===== config.mk =====
export PLATFORM = sky130hd
export DESIGN_NAME = chms_replace_lfsr
export DESIGN_NICKNAME = d
export VERILOG_FILES = /design/src/hw/rtl/cache_hit_miss_tag_store_unit_assert.svh /design/src/hw/rtl/chms_pkg.sv /design/src/hw/rtl/chms_replace_lfsr.sv
export SDC_FILE = /design/constraint.sdc
export NUM_CORES = 1
export LEC_CHECK = 0
export ABC_AREA = 1
export BUFFER_PORTS_ARGS = -buffer_cell sky130_fd_sc_hd__buf_2
export CELL_PAD_IN_SITES_DETAIL_PLACEMENT = 1
export CELL_PAD_IN_SITES_GLOBAL_PLACEMENT = 2
export CORE_MARGIN = 8
export CORE_UTILIZATION = 21
export CTS_CLUSTER_DIAMETER = 40
export DETAILED_ROUTE_END_ITERATION = 16
export HOLD_SLACK_MARGIN = 0.03
export PLACE_DENSITY_LB_ADDON = 0.1
export SYNTH_ARGS = -nofsm -noshare
export SYNTH_HDL_FRONTEND = slang
export SYNTH_SLANG_ARGS = --single-unit

===== constraint.sdc =====
create_clock -name clock -period 0.95 [get_ports clock]
set_clock_uncertainty 0.15 [all_clocks]
set_input_delay 0.0475 -clock clock [delete_from_list [all_inputs] [get_ports clock]]
set_output_delay 0.0475 -clock clock [all_outputs]
set_load 0.05 [all_outputs]

===== src/hw/rtl/cache_hit_miss_tag_store_unit_assert.svh =====
// assertion macros for the cache tag store unit
// implication and next-cycle forms, compiled out when SYNTH is defined
`ifndef CACHE_HIT_MISS_TAG_STORE_UNIT_ASSERT_SVH
`define CACHE_HIT_MISS_TAG_STORE_UNIT_ASSERT_SVH

`ifndef SYNTH
`define CHMS_ASSERT_IMPL(name, clk, rst, ante, cons) \
   name: assert property (@(posedge clk) disable iff (rst) (ante) |-> (cons)) \
      else $error("chms assertion failed");
`define CHMS_ASSERT_NEXT(name, clk, rst, ante, cons) \
   name: assert property (@(posedge clk) disable iff (rst) (ante) |=> (cons)) \
      else $error("chms assertion failed");
`else
`define CHMS_ASSERT_IMPL(name, clk, rst, ante, cons)
`define CHMS_ASSERT_NEXT(name, clk, rst, ante, cons)
`endif

`endif


===== src/hw/rtl/chms_pkg.sv =====
// shared constants and types for the cache tag store unit
// no dependencies
`timescale 1ns / 1ps

package chms_pkg;

   localparam int ADDR_W   = 32;
   localparam int MAX_SETS = 1024;
   localparam int SET_W    = 10;
   localparam int MAX_WAYS = 4;
   localparam int WAY_W    = 2;
   localparam int TAG_W    = 32;
   localparam int CNT_W    = 32;
   localparam int LFSR_W   = 16;
   localparam int SHIFT_W  = 5;
   localparam int CSR_W    = 16;

   localparam logic [LFSR_W-1:0] LFSR_POLY = 16'hB400;
   localparam logic [LFSR_W-1:0] LFSR_ONE  = 16'h0001;

   localparam logic [1:0] WAYS_LOG2_MAX = 2'd2;
   localparam logic [3:0] SET_BITS_MAX  = 4'd10;

   localparam logic [1:0] CSR_WAYS_LOG2   = 2'd0;
   localparam logic [1:0] CSR_OFFSET_BITS = 2'd1;
   localparam logic [1:0] CSR_SET_BITS    = 2'd2;
   localparam logic [1:0] CSR_LFSR_SEED   = 2'd3;

   typedef struct packed {
      logic             valid;
      logic [TAG_W-1:0] tag;
   } entry_type;

   typedef struct packed {
      logic              load;
      logic [LFSR_W-1:0] seed;
      logic              advance;
   } lfsr_ctrl_type;

endpackage


===== src/hw/rtl/chms_replace_lfsr.sv =====
// galois lfsr that picks the victim way on a miss
// reloaded from the seed register, advanced once per transaction; uses chms_pkg
`timescale 1ns / 1ps

module chms_replace_lfsr
   import chms_pkg::*;
(
   input  logic              clock,
   input  logic              reset,
   input  lfsr_ctrl_type     ctrl,
   output logic [LFSR_W-1:0] value
);

   logic [LFSR_W-1:0] lfsr_ff;
   logic [LFSR_W-1:0] lfsr_in;

   always_comb begin
      lfsr_in = lfsr_ff;
      if (ctrl.load) begin
         lfsr_in = (ctrl.seed == '0) ? LFSR_ONE : ctrl.seed;
      end else if (ctrl.advance) begin
         lfsr_in = (lfsr_ff >> 1) ^ (lfsr_ff[0] ? LFSR_POLY : '0);
      end
   end

   always_ff @(posedge clock) begin
      if (reset) begin
         lfsr_ff <= LFSR_ONE;
      end else begin
         lfsr_ff <= lfsr_in;
      end
   end

   assign value = lfsr_ff;

endmodule


== Word-level counts from Yosys, hierarchy flattened ==
Cells that the tools add are included.

* Register bits: 16
* Input bits: 20
* Output and inout bits: 16
* Word-level logic and storage cells: 8

* Muxes and demuxes: 4
* Bitwise logic cells: 1
* Reduce and logical (&&, ||, !) cells: 2

{| class="wikitable"
|+ Operator list
! cell !! number
|-
| two-way mux 16 bit || 4
|-
| logical NOT 16 bit || 1
|-
| bitwise XOR 15 x 16 -> 16 bit || 1
|-
| nonzero test 2 bit || 1
|}

== Depth between registers and ports, before layout ==
Gate-level depths: netlist of run 1.

* Depth in word-level cells: 4
* Gate-level depth with buffers: 7
* Mapped depth without buffers: 7

== Worst setup path before layout of run 1 ==
No wires, ideal clock.

* Kind: flip-flop to flip-flop
* From: register lfsr_ff[0] (netlist: value[0])
* To: register lfsr_ff[13] (netlist: value[13])
* Setup time: 115 ps
* Data arrival time: 1083 ps
* Required time: 685 ps
* Path slack: -398 ps
* Cell stages (with the launch flop): 6
* Buffers on the path: 0
* Period minus slack after synthesis: 1348 ps
* Cell sequence: dfxtp_1 > nand2_1 > nand3_1 > nand3_1 > o211ai_2 > inv_1

* Longest elaborated chain between the ends: 4

{| class="wikitable"
|+ Ends and longest elaborated chain
! element !! line !! text
|-
| from (decl) || chms_replace_lfsr.sv:14 || <nowiki>logic [LFSR_W-1:0] lfsr_ff;</nowiki>
|-
| from (signal assigned) || chms_replace_lfsr.sv:30 || <nowiki>lfsr_ff <= lfsr_in;</nowiki>
|-
| two-way mux 16 bit || chms_replace_lfsr.sv:22 || <nowiki>lfsr_in = (lfsr_ff >> 1) ^ (lfsr_ff[0] ? LFSR_POLY : '0);</nowiki>
|-
| bitwise XOR 15 x 16 -> 16 bit || chms_replace_lfsr.sv:22 ||
|-
| two-way mux 16 bit || chms_replace_lfsr.sv:21 || <nowiki>end else if (ctrl.advance) begin</nowiki>
|-
| two-way mux 16 bit || chms_replace_lfsr.sv:19 || <nowiki>if (ctrl.load) begin</nowiki>
|}

No other way between the ends. The select of a mux whose other input is x is not followed.
A chain may end at the register's enable or synchronous reset.

== Final worst setup path of run 1 ==
* From: register lfsr_ff[13] (netlist: value[13])
* To: output port value[13]

{| class="wikitable"
|+ RTL lines
! element !! line !! text
|-
| to (decl) || chms_replace_lfsr.sv:11 || <nowiki>output logic [LFSR_W-1:0] value</nowiki>
|}

No word-level cell between the ends.

==> impl_metrics.ini, run 1 <==
[critical_path]
worstPathRequired_ps = 750
worst_path_dominant_cell_family = flip-flops
worst_path_max_delay_cell = dfxtp_4
crit_arrival_ps = 860
crit_buf_inv = 2
end_kind = primary output
crit_type = reg -> out
start_kind = flip-flop
critPathMaxStageDelay_ps = 360
path_cells = buf_6 -> buf_8
critPathMaxFanout = 2

[clocking]
clkTransAtPathRegs_ps = 70
htreeDepth = 1
clock_latency_ps = 250
clockRootBuffer = clkbuf_8
cts_num_sinks = 16
cts_tree = built
cts_buffers = 3
clockBufferDepth = 2

[finish]
utilization = 0.394
multi_input_area_um2 = 479
regArea_um2 = 375
nets = 201
fillers = 497
syn2layout_area_growth_pct = 82.9
largest_register_ffs = 16
n_antenna_cell = 0
drive_gt1_frac = 0.450

[global_routing]
grt_use_met3 = 0.0315
grt_use_met1 = 0.114
grt_pass1_wl_um = 5280
top_usage_layer = met2
track_usage = 0.104
grt_util_met2 = 0.183
overflow = 0
grt_max_degree = 19
grt_pass1_vias = 1187
antenna_found_initial = 0

[placed_design]
portBuffers = 35
gp_congestion = 0.686
dp_hpwl_um = 2260

[floorplan]
die_area_um2 = 6370
die_h_um = 79.8
num_io_pins = 36
fp-row-count = 23
core_um2 = 3970
initial_core_util = 0.215
fp.dieW_um = 79.8

[detailed_routing]
dr.pass1.iters = 4
drt_iter0_markers = 37
detail-route-antenna-nets = 0
viasPerCell = 4.43
drc_errors = 0
routed_wl_um = 3210
vias = 1020
wl_per_cell_um = 14.0

[logic_synthesis]
synth_top_cell_by_area = dfxtp_1
synth_area_um2 = 855
ys_ff_latch = 16
yosys.cell_types.count = 21
yosysTopAreaCellShare = 0.375
synth.area.top_cells = dfxtp_1 (37%), nand2_1 (13%), o21ai_0 (8.2%)
synth_seq_area_share = 0.375
syn_avg_cell_area_um2 = 7.00
synth_cells = 122
yosys_warnings = 0
syn-num-nets = 142

[timing]
period_needed_ps = 1060
drv_slew = 0
hold_viol_final = 2
slew_headroom = 0.802
rsz0062_at_grt = true
clock.fmax_mhz = 942
setup_viol = 13
fin_hold_ws_ps = -50.6
setup_slack_ps = -112
worst_pin_slew_ps = 297
fin_crit_sh = 1.12

[power_and_ir_drop]
leakagePower_nw = 0.704
total_power_mw = 2.05
max-vdd-ir-drop_mv = 0.504
power.density_nw_per_um2 = 1310

[worst_hold_path]
worstHoldPathType = in -> reg

[outcome]
status = finished with violations
violations = negative hold slack, negative setup slack

[flow_run]
maxCapViolCount = 0
-- cells in the final DEF (no fill, tap or decap), drive strengths merged --
cell type,n
xor2,2
o211ai,1
dfxtp,16
dlygate4sd3,15
inv,9
a21oi,13
nand2,29
clkbuf,4
buf,45
nor2,18
nand3,4
o21ai,24
-- metal layers --
| metal | share of wire | up-vias |
|---|---|---|
| met5 | 0 | - |
| met4 | 0.012 | 0 |
| met3 | 0.059 | 4 |
| met2 | 0.49 | 23 |
| met1 | 0.43 | 475 |
| li1 | - | 518 |
-- synthesized netlist by cell type (all sizes together) --
cell	number
dfxtp	16
clkbuf	2
nand2	29
nand3	4
xor2	2
o211ai	1
nor2	18
o21ai	24
inv	9
a21oi	13
buf	4
-- cells by family (layout without fill, tap and decap cells) --
| kind of cell | count (synthesis) | count (layout) | share of synthesized area |
|---|---|---|---|
| AO/OA/AOI/OAI | 38 | 38 | 0.236 |
| XOR/XNOR | 2 | 2 | 0.0205 |
| buffers and inverters | 15 | 73 | 0.108 |
| flip-flops | 16 | 16 | 0.375 |
| AND/OR/NAND/NOR | 51 | 51 | 0.261 |
-- per-stage QoR --
step / setup WS (ps) / hold WS [ps] / area, µm² / instances / TNS, ps
6_report: -112 / -50.6 / 1560 / 230 / -484
5_1_grt: -136 / -13.3 / 1560 / 230 / -1110
4_1_cts: -113 / -49.9 / 1530 / 230 / -619
3_5_place_dp: -67.6 / 148 / 1130 / 207 / -155
3_3_place_gp: -40.4 / 147 / 1130 / 207 / -52.6
2_1_floorplan: -126 / -7.66 / 907 / 122 / -247
-- final cells by class --
class	instances	area share
Tap cell	50	0.0400
Inverter	9	0.0232
Multi-Input combinational cell	91	0.307
Sequential cell	16	0.240
Clock buffer	4	0.0288
Timing Repair Buffer	60	0.361
-- worst paths after layout --
check,depth (start not counted),slack (ps),end,from
setup / recovery,2,-110,value[13],value[13]
hold / removal,5,-50,value[0],ctrl[1]
setup reg to reg,5,-70,value[12],value[0]
hold reg to reg,2,400,value[2],value[2]
-- repair_timing --
item,4_1_cts,5_1_grt
setup endpoints to repair,19,24
hold endpoints to repair,16,4
gates resized for setup,51,10
cloned,0,0
pin swaps,3,4
hold buffers,15,1
buffers inserted,4,0
-- tightest hold or removal path, cell delays in order --
cell	delay [ps]
buf_2	90
nor2_1	40
nand2_1	50
nand2_1	40
nand2_1	50
-- power by group --
part	internal (mW)	leakage [nW]	switching, mW
Clock	0.298	0.0228	0.259
Sequential	0.719	0.142	0.0678
Combinational	0.321	0.539	0.389
Total	1.34	0.704	0.716
Note: power is estimated with default switching activity, not from simulation.
==> inputs of run 2 (changes only) <==
--- a/config.mk
+++ b/config.mk
@@ -14,7 +14,7 @@
 export CTS_CLUSTER_DIAMETER = 40
 export DETAILED_ROUTE_END_ITERATION = 16
 export HOLD_SLACK_MARGIN = 0.03
-export PLACE_DENSITY_LB_ADDON = 0.1
+export PLACE_DENSITY_LB_ADDON = 0.2
 export SYNTH_ARGS = -nofsm -noshare
 export SYNTH_HDL_FRONTEND = slang
 export SYNTH_SLANG_ARGS = --single-unit
==> run 2 against run 1 <==
- the run still ends with negative hold slack, negative setup slack left
- critical path type unchanged
- via count is 1.1% lower
- maximum frequency is 0.36% higher
- final cell count is 0.87% lower
- clock power is 3% lower
- clock-buffer cell count is 1 lower
- hold slack better by 9.4 ps
- register-to-register slack hardly changed
- global-route usage is 0.095 points lower
==> impl_metrics.ini, run 2 (same netlist as run 1, synthesis figures left out) <==
[outcome]
status = finished with violations
violations = negative hold slack, negative setup slack

[critical_path]
critPathMaxStageDelay_ps = 350
worstPathRequired_ps = 750
r2r-start = value[0]
worst_path_max_delay_cell = dfxtp_4
worst_path_dominant_cell_family = flip-flops
r2r_setup_slack_ps = -70
crit_type = reg -> out
end_kind = primary output
reg2reg_depth = 5
critPathMaxFanout = 2
crit_buf_inv = 2
path_cells = buf_6 -> buf_8
crit_arrival_ps = 860
r2r-end = value[12]
start_kind = flip-flop

[finish]
mostFrequentLayoutCell = nand2_1
utilization = 0.382
nets = 199
final_cell_mix = nand2_1 (28), buf_2 (19), nor2_1 (17)
syn2layout_area_growth_pct = 77.3
n_antenna_cell = 0
largest_register_ffs = 16
fillers = 482
drive_gt1_frac = 0.410

[timing]
period_needed_ps = 1060
hold_viol_final = 2
fin_setup_tns_ps = -423
drv_slew = 0
setup_slack_ps = -108
fin_hold_ws_ps = -41.1
rsz0062_at_grt = true
clock.fmax_mhz = 945
fin_crit_sh = 1.11
slew_headroom = 0.829
worst_pin_slew_ps = 256
setup_viol = 17

[placed_design]
dp_slack_ps = -53.8
dp_hpwl_um = 2240
gp_congestion = 0.698
portBuffers = 35

[global_routing]
track_usage = 0.103
top_usage_layer = met2
grt_pass1_wl_um = 5190
grt_use_met1 = 0.120
overflow = 0
grt_max_degree = 19
grt_util_met2 = 0.174
grt_pass1_vias = 1079
antenna_found_initial = 0
grt_use_met3 = 0.0338

[floorplan]
num_io_pins = 36
initial_core_util = 0.215
core_um2 = 3970
fp.dieW_um = 79.8
die_area_um2 = 6370
die_h_um = 79.8
fp-row-count = 23

[detailed_routing]
wl_per_cell_um = 14.0
routed_wl_um = 3190
viasPerCell = 4.43
detail-route-antenna-nets = 0
drt_iter0_markers = 26
drc_errors = 0
vias = 1009
dr.pass1.iters = 4

[worst_hold_path]
min_from = ctrl[1]
min_to = value[0]
hold_depth = 5
worstHoldPathType = in -> reg

[power_and_ir_drop]
leakagePower_nw = 0.688
total_power_mw = 2.01
power.density_nw_per_um2 = 1330
max-vdd-ir-drop_mv = 0.439

[clocking]
cts_buffers = 3
ctsHoldBuffers = 14
clockRootBuffer = clkbuf_8
clkTransAtPathRegs_ps = 70
clockBufferDepth = 2
htreeDepth = 1
cts_tree = built
clock_latency_ps = 250
cts_num_sinks = 16

[flow_run]
maxCapViolCount = 0
## run 2: worst register-to-register path, stage by stage (launching register included)
cell and delay (ps):
dfxtp_4 380, xor2_1 170, nand2_1 80, nand3_2 60, nand2_1 60, inv_1 30
## run 2: power by group
| part | internal [mW] | leakage [nW] | switching, mW |
|---|---|---|---|
| sequential | 0.719 | 0.142 | 0.0629 |
| clock | 0.287 | 0.0231 | 0.255 |
| combinational | 0.307 | 0.523 | 0.383 |
## run 2: worst max path at each step
stage | slack, ps | cells after the start | from | to
finish | -110 | 2 | value[13] | value[13]
global route | -140 | 5 | value[0] | value[12]
CTS | -120 | 2 | value[13] | value[13]
detailed placement | -50 | 6 | ctrl[17] | value[13]
global placement | -30 | 5 | value[0] | value[12]
floorplan | -130 | 5 | value[14] | value[13]
## run 2: timing repair
action / in CTS / in global routing
resized for setup: 49 / 3
setup buffers: 2 / 1
pin swaps: 1 / 1
hold endpoints to repair: 16 / 3
setup endpoints to repair: 19 / 23
## run 2: area by class of cell
class	count	area (µm²)	share of cell area
Inverter	9	36.3	0.0239
Multi-Input combinational cell	91	449	0.296
Sequential cell	16	375	0.248
Clock inverter	1	3.75	0.00248
Clock buffer	3	41.3	0.0273
Timing Repair Buffer	58	547	0.361
Tap cell	50	62.6	0.0413
## run 2: through the flow
stage | hold slack (ps) | area, µm² | std cells
floorplan | -7.66 | 907 | 122
global placement | 142 | 1130 | 207
detailed placement | 153 | 1130 | 207
CTS | -41.7 | 1500 | 227
global route | -2.29 | 1520 | 228
finish | -41.1 | 1520 | 228
## run 2: layer usage
layer	wire, µm	part of all wire
met1	1430	0.45
met2	1530	0.48
met3	198	0.062
met4	25	0.0078
met5	0	0
==> inputs of run 3 (changes only) <==
--- a/config.mk
+++ b/config.mk
@@ -5,12 +5,12 @@
 export SDC_FILE = /design/constraint.sdc
 export NUM_CORES = 1
 export LEC_CHECK = 0
-export ABC_AREA = 1
+export ABC_AREA = 0
 export BUFFER_PORTS_ARGS = -buffer_cell sky130_fd_sc_hd__buf_2
 export CELL_PAD_IN_SITES_DETAIL_PLACEMENT = 1
 export CELL_PAD_IN_SITES_GLOBAL_PLACEMENT = 2
 export CORE_MARGIN = 8
-export CORE_UTILIZATION = 21
+export CORE_UTILIZATION = 23
 export CTS_CLUSTER_DIAMETER = 40
 export DETAILED_ROUTE_END_ITERATION = 16
 export HOLD_SLACK_MARGIN = 0.03
==> run 3 against run 2 <==
- the flow still finishes with violations (negative hold slack, negative setup slack)
- critical endpoint is now value[0]
- largest cell class unchanged
- clock-buffer cell count stayed put
- via count is 20% lower
- non-clock buffer count is 6 lower
- clock power is 27% lower
==> impl_metrics.ini, run 3 <==
[global_routing]
track_usage = 0.102
grt_max_degree = 20
grt_pass1_wl_um = 4370
overflow = 0
grt_pass1_vias = 910
antenna_found_initial = 0

[timing]
hold_viol_final = 12
worst_pin_slew_ps = 430
setup_viol = 32
clock.fmax_mhz = 897
drv_slew = 0
slew_headroom = 0.713
fin_crit_sh = 1.17
fin_hold_ws_ps = -147
rsz0062_at_grt = true
period_needed_ps = 1120
setup_slack_ps = -165

[finish]
nets = 153
syn2layout_area_growth_pct = 78.0
final_cell_mix = buf_2 (19), nor2_1 (16), dfxtp_4 (16)
drive_gt1_frac = 0.614
utilization = 0.424
fillers = 403
n_antenna_cell = 0
mostFrequentLayoutCell = buf_2
largest_register_ffs = 16

[detailed_routing]
wl_per_cell_um = 15.1
wl_met1_um = 1080
dr.max_layer_used = met4
dr.pass1.iters = 2
viasPerCell = 4.53
drt_iter0_markers = 19
detail-route-antenna-nets = 0
drc_errors = 0
routed_wl_um = 2680
wl_met3_um = 207
vias = 807
dr_wl_met2_um = 1380

[flow_run]
maxCapViolCount = 0

[floorplan]
core_um2 = 3340
fp.dieW_um = 74.8
die_h_um = 74.8
num_io_pins = 36
initial_core_util = 0.238
die_area_um2 = 5590
fp-row-count = 21

[critical_path]
crit_arrival_ps = 1150
crit_type = reg -> reg
worstPathRequired_ps = 980
critPathMaxFanout = 6
start_kind = flip-flop
end_kind = flip-flop

[logic_synthesis]
syn_avg_cell_area_um2 = 9.69
yosys_warnings = 0
synthAdderAreaFrac = 0
muxShareOfSynthArea = 0.321
synth.area.top_cells = dfxtp_1 (40%), mux2_2 (17%), mux2i_1 (15%)
yosysTopAreaCellShare = 0.403
synth_area_um2 = 795
synth_flop_cell = dfxtp_1
yosys.area_share.simple = 0.137
async_reset_ff_frac = 0
synth_compound_area_frac = 0.0709
yosys.cell_types.count = 17
synth_top_family_by_area = multiplexers
synth_cells = 82
synthTopCellsByCount = dfxtp_1 (16), nor2_1 (16), mux2_2 (12), mux2i_1 (12), nor4_1 (4)
synth_xor_xnor_area_share = 0.0331
ys_ff_latch = 16
synth_edf_count = 0
syn-num-nets = 102
synth_seq_area_share = 0.403
synth_top_cell_by_area = dfxtp_1

[clocking]
ctsHoldBuffers = 4
clock_latency_ps = 290
clockBufferDepth = 2
cts_tree = built
cts_buffers = 3
cts_setup_buffers = 0
clkTransAtPathRegs_ps = 110
clockRootBuffer = clkbuf_4
htreeDepth = 1
cts_num_sinks = 16

[power_and_ir_drop]
power.density_nw_per_um2 = 1260
leakagePower_nw = 0.635
max-vdd-ir-drop_mv = 0.367

[placed_design]
portBuffers = 35
gp_congestion = 0.660
dp_hpwl_um = 1980

[outcome]
violations = negative hold slack, negative setup slack
status = finished with violations

[worst_hold_path]
worstHoldPathType = in -> reg
[run 3: cell count changes in the layout (fill, tap and decap cells not counted), moves of 4 or more]
cell | before | now
a21oi_1 | 13 | 2
dlygate4sd3_1 | 14 | 4
inv_1 | 6 | 0
mux2_2 | 0 | 10
mux2i_1 | 0 | 12
nand2_1 | 28 | 3
nor4_1 | 0 | 4
o21ai_0 | 14 | 0
o21ai_1 | 9 | 0
[run 3: final timing paths]
check,start,endpoint,slack [ps],depth (start not counted)
max,value[0],value[0],-170,3
min,ctrl[11],value[10],-150,3
max reg2reg,value[0],value[0],-170,3
min reg2reg,value[1],value[0],470,2
[run 3: layout make-up]
cell class / count / area (µm²) / area share
Multi-Input combinational cell: 60 / 464 / 0.328
Tap cell: 46 / 57.6 / 0.0407
Clock buffer: 3 / 22.5 / 0.0159
Timing Repair Buffer: 52 / 485 / 0.343
Sequential cell: 16 / 380 / 0.269
Clock inverter: 1 / 3.75 / 0.00265
[run 3: per-layer routing]
| layer | global-route usage | vias up |
|---|---|---|
| li1 | - | 392 |
| met1 | 0.112 | 388 |
| met2 | 0.176 | 25 |
| met3 | 0.0373 | 2 |
| met4 | 0.0391 | 0 |
| met5 | 0 | - |
[run 3: report_power, final]
part	switching [mW]	leakage, nW	internal (mW)	total (mW)
sequential	0.0593	0.142	0.708	0.767
combinational	0.314	0.477	0.307	0.621
clock	0.241	0.0154	0.153	0.393
[run 3: kinds of logic (layout without fill, tap and decap cells)]
family,Yosys count,in the layout
flip-flops,16,16
AND/OR/NAND/NOR,25,25
AO/OA/AOI/OAI,8,8
multiplexers,24,24
buffers and inverters,6,56
XOR/XNOR,3,3
[run 3: stage by stage]
stage | power [mW] | setup slack (ps) | TNS (ps) | std cells | area (µm²)
after CTS | 1.82 | -172 | -3460 | 178 | 1410
after global placement | 1.27 | -279 | -3840 | 170 | 1170
final | 1.78 | -165 | -3020 | 178 | 1410
after global routing | 1.90 | -240 | -4460 | 178 | 1410
after floorplan | 1.10 | -185 | -2260 | 82 | 855
after detailed placement | 1.27 | -287 | -4110 | 170 | 1170
[run 3: what timing repair did]
action                                 in CTS  in global routing
pin swaps                                   8                  8
setup endpoints to repair                  32                 32
endpoints found under the hold margin      16                 13
gates resized for setup                    52                  1
[run 3: worst max-delay path, cell delays in order (launching register included)]
cell and delay [ps]:
dfxtp_4 390, nor2b_1 140, a2111oi_2 250, a31oi_1 70
